## config.mk

```make
export PLATFORM = sky130hd
export DESIGN_NAME = newline_line_framer_unit
export DESIGN_NICKNAME = d
export VERILOG_FILES = /design/src/sv/nlf_pkg.sv /design/src/sv/newline_line_framer_unit.sv
export SDC_FILE = /design/constraint.sdc
export NUM_CORES = 1
export LEC_CHECK = 0
export ABC_AREA = 1
export BUFFER_PORTS_ARGS = -buffer_cell sky130_fd_sc_hd__buf_2
export CAP_MARGIN = 20
export CORE_ASPECT_RATIO = 2
export CORE_MARGIN = 10
export CORE_UTILIZATION = 57
export CTS_CLUSTER_DIAMETER = 50
export CTS_CLUSTER_SIZE = 10
export DETAILED_ROUTE_END_ITERATION = 10
export PLACE_DENSITY = 0.83
export SYNTH_ARGS = -nofsm -noshare
export SYNTH_HDL_FRONTEND = slang
export SYNTH_SLANG_ARGS = --single-unit
```

## constraint.sdc

```tcl
create_clock -name aclk -period 2 [get_ports aclk]
set_input_delay 0 -clock aclk [delete_from_list [all_inputs] [get_ports aclk]]
set_output_delay 0 -clock aclk [all_outputs]
set_load 0.1 [all_outputs]
```

## src/sv/nlf_pkg.sv

```systemverilog
// shared constants and types for the newline line framer
package nlf_pkg;

    // line store geometry
    localparam int LINE_DEPTH = 64;
    localparam int ADDR_W     = $clog2(LINE_DEPTH);
    localparam int LEN_W      = $clog2(LINE_DEPTH + 1);

    // field widths
    localparam int BYTE_W     = 8;
    localparam int M_DATA_W   = ((BYTE_W + LEN_W + 7) / 8) * 8;

    // byte value that ends a line
    localparam logic [BYTE_W-1:0] NEWLINE_CODE = 8'd10;

    // sequencer states, one-hot
    typedef enum logic [2:0] {
        ST_IDLE = 3'b001,
        ST_READ = 3'b010,
        ST_SEND = 3'b100
    } nlf_state_t;

endpackage

```

## src/sv/newline_line_framer_unit.sv

```systemverilog
// top level: gathers serial bytes into a line store and streams out each completed line
// a byte that is not a newline is stored in the line store and s_tready stays high.
// a newline starts readout: each byte of the line takes a registered read of the
// single-port line store, then an output state that waits while m_tready is low;
// input is held off until the last byte (tlast) is transferred.
// reset (aresetn low, synchronous) empties the line and returns to idle; the line
// store itself is not cleared since only entries of the current line are ever read.
module newline_line_framer_unit
    import nlf_pkg::*;
(
    input  logic                 aclk,
    input  logic                 aresetn,
    // input channel
    input  logic                 s_tvalid,
    output logic                 s_tready,
    input  logic [BYTE_W-1:0]    s_tdata,   // [7:0] rx_byte
    // result channel
    output logic                 m_tvalid,
    input  logic                 m_tready,
    output logic [M_DATA_W-1:0]  m_tdata,   // [7:0] line_byte, [14:8] line_length, rest zero
    output logic                 m_tlast    // is_last
);

    nlf_state_t           state_reg, state_next;
    logic [LEN_W-1:0]     fill_count_reg, fill_count_next;
    logic [LEN_W-1:0]     line_len_reg, line_len_next;
    logic [ADDR_W-1:0]    rd_idx_reg, rd_idx_next;
    logic [BYTE_W-1:0]    rd_data_reg;
    logic [BYTE_W-1:0]    line_store [LINE_DEPTH];

    logic                 s_xfer;
    logic                 m_xfer;
    logic [ADDR_W-1:0]    wr_pos;
    logic [LEN_W-1:0]     wr_len;
    logic                 rd_is_last;

    assign s_xfer = s_tvalid && s_tready;
    assign m_xfer = m_tvalid && m_tready;

    // write position, with an out-of-range count folded back to zero
    always_comb begin
        if (fill_count_reg >= LEN_W'(LINE_DEPTH)) begin
            wr_pos = '0;
        end else begin
            wr_pos = fill_count_reg[ADDR_W-1:0];
        end
    end
    assign wr_len     = LEN_W'(wr_pos) + LEN_W'(1);
    assign rd_is_last = (LEN_W'(rd_idx_reg) + LEN_W'(1)) == line_len_reg;

    // line store: one write per input transfer, registered read during readout
    always_ff @(posedge aclk) begin
        if (s_xfer) begin
            line_store[wr_pos] <= s_tdata;
        end
        if (state_reg == ST_READ) begin
            rd_data_reg <= line_store[rd_idx_reg];
        end
    end

    // sequencer
    always_comb begin
        state_next      = state_reg;
        fill_count_next = fill_count_reg;
        line_len_next   = line_len_reg;
        rd_idx_next     = rd_idx_reg;
        case (state_reg)
            ST_IDLE: begin
                if (s_xfer) begin
                    if (s_tdata == NEWLINE_CODE) begin
                        line_len_next   = wr_len;
                        rd_idx_next     = '0;
                        fill_count_next = '0;
                        state_next      = ST_READ;
                    end else if (wr_len >= LEN_W'(LINE_DEPTH)) begin
                        // store full without a newline: drop the partial line
                        fill_count_next = '0;
                    end else begin
                        fill_count_next = wr_len;
                    end
                end
            end
            ST_READ: begin
                state_next = ST_SEND;
            end
            ST_SEND: begin
                if (m_xfer) begin
                    if (rd_is_last) begin
                        state_next = ST_IDLE;
                    end else begin
                        rd_idx_next = rd_idx_reg + ADDR_W'(1);
                        state_next  = ST_READ;
                    end
                end
            end
            default: begin
                state_next = ST_IDLE;
            end
        endcase
    end

    // control registers
    always_ff @(posedge aclk) begin
        if (!aresetn) begin
            state_reg      <= ST_IDLE;
            fill_count_reg <= '0;
            line_len_reg   <= '0;
            rd_idx_reg     <= '0;
        end else begin
            state_reg      <= state_next;
            fill_count_reg <= fill_count_next;
            line_len_reg   <= line_len_next;
            rd_idx_reg     <= rd_idx_next;
        end
    end

    // ports
    assign s_tready = (state_reg == ST_IDLE);
    assign m_tvalid = (state_reg == ST_SEND);
    assign m_tlast  = rd_is_last;
    assign m_tdata  = M_DATA_W'({line_len_reg, rd_data_reg});

    // checks
    a_no_overlap: assert property (@(posedge aclk) disable iff (!aresetn)
        !(s_tready && m_tvalid))
        else $error("input accepted while a line is being sent");

    a_newline_starts_readout: assert property (@(posedge aclk) disable iff (!aresetn)
        (s_xfer && s_tdata == NEWLINE_CODE) |=> (!s_tready && !m_tvalid))
        else $error("newline transfer did not start line readout");

    a_last_returns_idle: assert property (@(posedge aclk) disable iff (!aresetn)
        (m_xfer && m_tlast) |=> (s_tready && fill_count_reg == '0))
        else $error("framer not idle and empty after last byte");

    a_fill_in_range: assert property (@(posedge aclk) disable iff (!aresetn)
        fill_count_reg < LEN_W'(LINE_DEPTH))
        else $error("fill count out of range");

    a_len_nonzero: assert property (@(posedge aclk) disable iff (!aresetn)
        m_tvalid |-> (line_len_reg != '0 && LEN_W'(rd_idx_reg) < line_len_reg))
        else $error("readout index beyond line length");

endmodule

```

# Word level (Yosys, flattened, before mapping)
# Memory sizes are Yosys's and may differ from the RTL's. A register that Yosys moved wholly into a read port is not among the register bits.
# Cells that the tools add are included.
# Widths: inputs -> output; s select.
[word_totals] register_bits=23 mem_bits_rw=512 wordCells=41 mem_count=1
[op_classes] addsub=3 order_cmp=2 eq_ne=9 n_mux=15 reduce_logical=7
[mem_list] name="line_store" depth=64 width=8 rd=1 rd_clocked_by_memory_dff=1 write_ports=1 line="newline_line_framer_unit.sv:29" text="logic [BYTE_W-1:0] line_store [LINE_DEPTH];"
[op_table] cell="$mux 6" count=5
[op_table] cell="$add 6x1->7 const B" count=2
[op_table] cell="$ge 7x7->1 const B" count=2
[op_table] cell="$mux 7" count=2
[op_table] cell="$pmux 6 s2" count=1
[op_table] cell="$mux 3" count=3
[op_table] cell="$pmux 3 s3" count=1
[op_table] cell="$eq 8x4->1 const B" count=1
[op_table] cell="$eq 7x7->1" count=1
[op_table] cell="$add 6x1->6 const B" count=1
[op_table] cell="$ne 2x1->1 const B" count=3
[op_table] cell="$reduce_and 3->1" count=2
[op_table] cell="$reduce_and 5->1" count=1
[op_table] cell="$eq 3x1->1 const B" count=1
[op_table] cell="$eq 3x2->1 const B" count=1
[op_table] cell="$eq 3x3->1 const B" count=1
[op_table] cell="$logic_and 1x1->1" count=2
[op_table] cell="$mux 1" count=2
[op_table] cell="$mux 2" count=1
[op_table] cell="$ne 2x2->1 const B" count=1
[op_table] cell="$reduce_and 2->1" count=1
[op_table] cell="$reduce_bool 2->1" count=1

# Depth between registers and ports, before layout
[depth] depth_word=6 ltp_mapped=14

# Worst setup path before layout
# OpenSTA, ideal clock, no wires.
[synth_timing] kind="register to output" from="register line_len_reg[2]" to="output m_tlast" arrival_time_ns=3.450 slack_ns=-1.450 stages_incl_launch_ff=7 cell_sequence="dfxtp_1 -> inv_1 -> nand3_1 -> nand2_1 -> nor2_2 -> nand4_1 -> nor3_1"
[synth_between] elab_chain_len=1
[synth_rtl] item="start: declaration" line="newline_line_framer_unit.sv:26" text="logic [LEN_W-1:0] line_len_reg, line_len_next;"
[synth_rtl] item="start signal: assignment" line="newline_line_framer_unit.sv:112" text="line_len_reg <= line_len_next;"
[synth_rtl] item="$eq 7x7->1" line="newline_line_framer_unit.sv:49" text="assign rd_is_last = (LEN_W'(rd_idx_reg) + LEN_W'(1)) == line_len_reg;"
[synth_rtl] item="end: declaration" line="newline_line_framer_unit.sv:21" text="output logic m_tlast"
# Every way passes these cells.

==> results.sh <==
export IMPL_final_setup_worst_slack_ns=-0.276
export IMPL_cp_cell_sequence="buf_4, buf_12, buf_12, buf_4, o21ai_0, o22ai_1, nand2_1, o21ai_0, nand2_1, nand3_2, nand3_4, nand2_1"
export IMPL_worst_path_buf_inv=4
export IMPL_status="complete, but fails checks"
export IMPL_cts_tree="built"
export IMPL_min_path_cells=6
export IMPL_grt_pass1_vias=16146
export IMPL_period_needed_ns=2.28
export IMPL_largest_register_ffs=512
export IMPL_cp_arrival_ns=2.63
export IMPL_cts_sinks=543
export IMPL_die_h_um=298
export IMPL_ys_seq_elements=543
export IMPL_wl_um=61800
export IMPL_clock_skew_ns=0.0178
export IMPL_globalRouteTotalUtil=0.249
export IMPL_first_pass_iters=6
export IMPL_fp_row_count=101
export IMPL_synth_cells=1861
export IMPL_seq_power_share=0.557
export IMPL_worst_path_most_repeated_cell="nand2_1"
export IMPL_power_share_switching=0.201
export IMPL_synth_yosys_seq_area_share=0.730
export IMPL_slew_viol_final=0
export IMPL_wl_per_cell_um=24.5
export IMPL_seqCellArea_um2=16100
export IMPL_path_class="reg -> reg"
export IMPL_grt_antenna_before_repair=0
export IMPL_intPower_mw=17.9
export IMPL_die_x_um=159
export IMPL_p_per_area_nw_per_um2=867
export IMPL_initial_core_util=0.579
export IMPL_max_clock_freq_mhz=439
export IMPL_clock_latency_ns=0.61
export IMPL_power_share_combinational=0.019
export IMPL_grt_max_degree=75
export IMPL_p_switching_mw=4.50
export IMPL_worst_r2r_path_depth=12
export IMPL_core_um2=38000
export IMPL_avgSynthCellArea_um2=11.8
export IMPL_drive_above_1_share=0.167
export IMPL_critPathTopFamily="buffers and inverters"
export IMPL_multi_input_area_um2=5720
export IMPL_hold_viol=0
export IMPL_drtIter0Drc=2311
export IMPL_fill_cells=2376
export IMPL_layout_nets=2003
export IMPL_violations="setup timing"
export IMPL_die_area_um2=47400
export IMPL_htreeDepth=2
export IMPL_place_ws_ns=-0.186
export IMPL_timing_final_crit_share=1.14
export IMPL_vias_per_cell=6.35
export IMPL_critPathMaxStageDelay_ns=0.41
export IMPL_layout_cells_non_filler=2518
export IMPL_cp_data_required_time_ns=2.35
export IMPL_numPortBuffers=29
export IMPL_ios=31
export IMPL_worst_slew_pin_slew_ns=0.809
export IMPL_slew_headroom=0.460
export IMPL_syn_area_um2=22000
export IMPL_clk_path_buf_depth=3
export IMPL_dp_hpwl_um=36300
export IMPL_n_antenna_cell=0
export IMPL_cp_max_fo=12
export IMPL_rsz0062_at_grt="yes"
export IMPL_route_met2_wl_um=31500
export IMPL_irDropWorstVdd_mv=0.721
export IMPL_gr_total_overflow=0
export IMPL_clkTransAtPathRegs_ns=0.06
export IMPL_place_congestion=0.957
export IMPL_final_common_cell="edfxtp_1"
export IMPL_met3WireLength_um=5800
export IMPL_cts_inserted_buffers=60
export IMPL_synth_distinct_cells=34
export IMPL_drc_errors=0
export IMPL_p_leak_nw=9.03
export IMPL_syn_num_nets=1874
export IMPL_detail_route_antenna_nets=0
export IMPL_dr_max_layer_used="met4"
export IMPL_wl_met1_um=19400
export IMPL_critPathLaunchType="flop"
export IMPL_setup_violations=9
export IMPL_cts_root_buf="clkbuf_16"
export IMPL_end_kind="flop"
export IMPL_drv_cap=0
export IMPL_hold_class="in -> reg"
export IMPL_synth_warnings=0
export IMPL_areaGrowthSynthToFinish_pct=17.3
export IMPL_grt_pass1_wl_um=92600
export IMPL_cp_slowest_cell="dfxtp_4"
export IMPL_dp_cells=2425
export IMPL_vias=15989
export IMPL_p_clk_frac=0.423
export IMPL_layout_common_cells="520 x edfxtp_1, 313 x nor2_1, 292 x nand2_1"
export IMPL_worstSetupPathDepth=12
cells in the mapped netlist:
cell type | n | area, µm²
edfxtp_1 | 520 | 15600
nor2_1 | 341 | 1280
nand2_1 | 303 | 1140
o21ai_0 | 263 | 1320
o22ai_1 | 118 | 738
nand3_1 | 81 | 405
clkbuf_1 | 54 | 203
buf_2 | 31 | 155
inv_1 | 29 | 109
a21oi_1 | 24 | 120
dfxtp_1 | 23 | 460
buf_1 | 16 | 60.1
buf_4 | 9 | 67.6
nand4_1 | 7 | 43.8
o211ai_1 | 6 | 45.0
o221ai_1 | 5 | 43.8
inv_2 | 4 | 15.0
clkinv_1 | 3 | 11.3
nor2_2 | 3 | 18.8
nor3_1 | 3 | 15.0
buf_6 | 2 | 22.5
nor2_4 | 2 | 22.5
or2_2 | 2 | 12.5
xor2_1 | 2 | 17.5
a211oi_1 | 1 | 7.51
conb_1 | 1 | 3.75
ha_1 | 1 | 12.5
nand2_2 | 1 | 6.26
nand2_4 | 1 | 11.3
nand3_4 | 1 | 17.5
nand3b_1 | 1 | 7.51
nor3_2 | 1 | 10.0
nor3_4 | 1 | 16.3
xnor2_1 | 1 | 8.76
cells by family (layout without fill, tap and decap cells):
family | after synthesis | in the layout | synth area share
other cells | 1 | 1 | 0.000170
flops | 543 | 543 | 0.730
simple gates | 748 | 748 | 0.136
xor+xnor | 3 | 3 | 0.00119
compound gates | 417 | 417 | 0.103
fa+ha+maj | 1 | 1 | 0.000568
buf+inv | 148 | 290 | 0.0292
layout make-up:
cell class,instances,area share
Multi-Input combinational cell,1170,0.221
Inverter,36,0.00571
Timing Repair Buffer,179,0.0640
Clock buffer,71,0.0597
Clock inverter,4,0.00208
Sequential cell,543,0.622
Tap cell,515,0.0249
worst paths after layout:
check                    start                end  slack, ns
max              rd_idx_reg[0]     rd_data_reg[7]      -0.28
max reg2reg      rd_idx_reg[0]     rd_data_reg[7]      -0.28
min reg2reg  fill_count_reg[5]  fill_count_reg[5]       0.50
min                 s_tdata[2]       state_reg[0]       0.11
timing repair:
action,in CTS,in global routing
hold endpoints to repair,11,0
cloned,3,1
buffers inserted,5,3
pin swaps,14,13
hold buffers,6,0
endpoints found under the setup margin,16,207
gates resized for setup,51,39
per-layer routing:
layer / GRT usage / vias up
met2: 0.433 / 1204
met3: 0.0369 / 314
li1: - / 6908
met1: 0.268 / 7563
met4: 0.191 / 0
met5: 0 / -
tightest hold or removal path: stages:
cell	delay (ns)
buf_2	0.09
nor2_1	0.11
nand4_1	0.17
buf_4	0.16
o21ai_0	0.07
nand3_1	0.07
power groups by stage:
stage / combinational (mW) / sequential, mW / clock (mW)
finish: 0.435 / 12.5 / 9.49
global route: 0.455 / 12.5 / 9.95
CTS: 0.417 / 12.5 / 9.47
detailed placement: 0.408 / 12.7 / 0
global placement: 0.391 / 12.7 / 0
floorplan: 0.119 / 12.7 / 0
per-stage QoR:
step	util	hold WS (ns)	TNS (ns)	instance area (µm²)	total power, mW
global placement	0.623	0.261	-0.381	23700	13.1
finish	0.680	0.105	-1.69	25900	22.4
CTS	0.675	0.0763	-1.14	25700	22.4
floorplan	-	0.0840	-313.06	22200	12.9
global route	0.680	0.141	-2.74	25900	22.9
detailed placement	0.623	0.265	-1.41	23700	13.1
(Power assumes the default switching activity.)
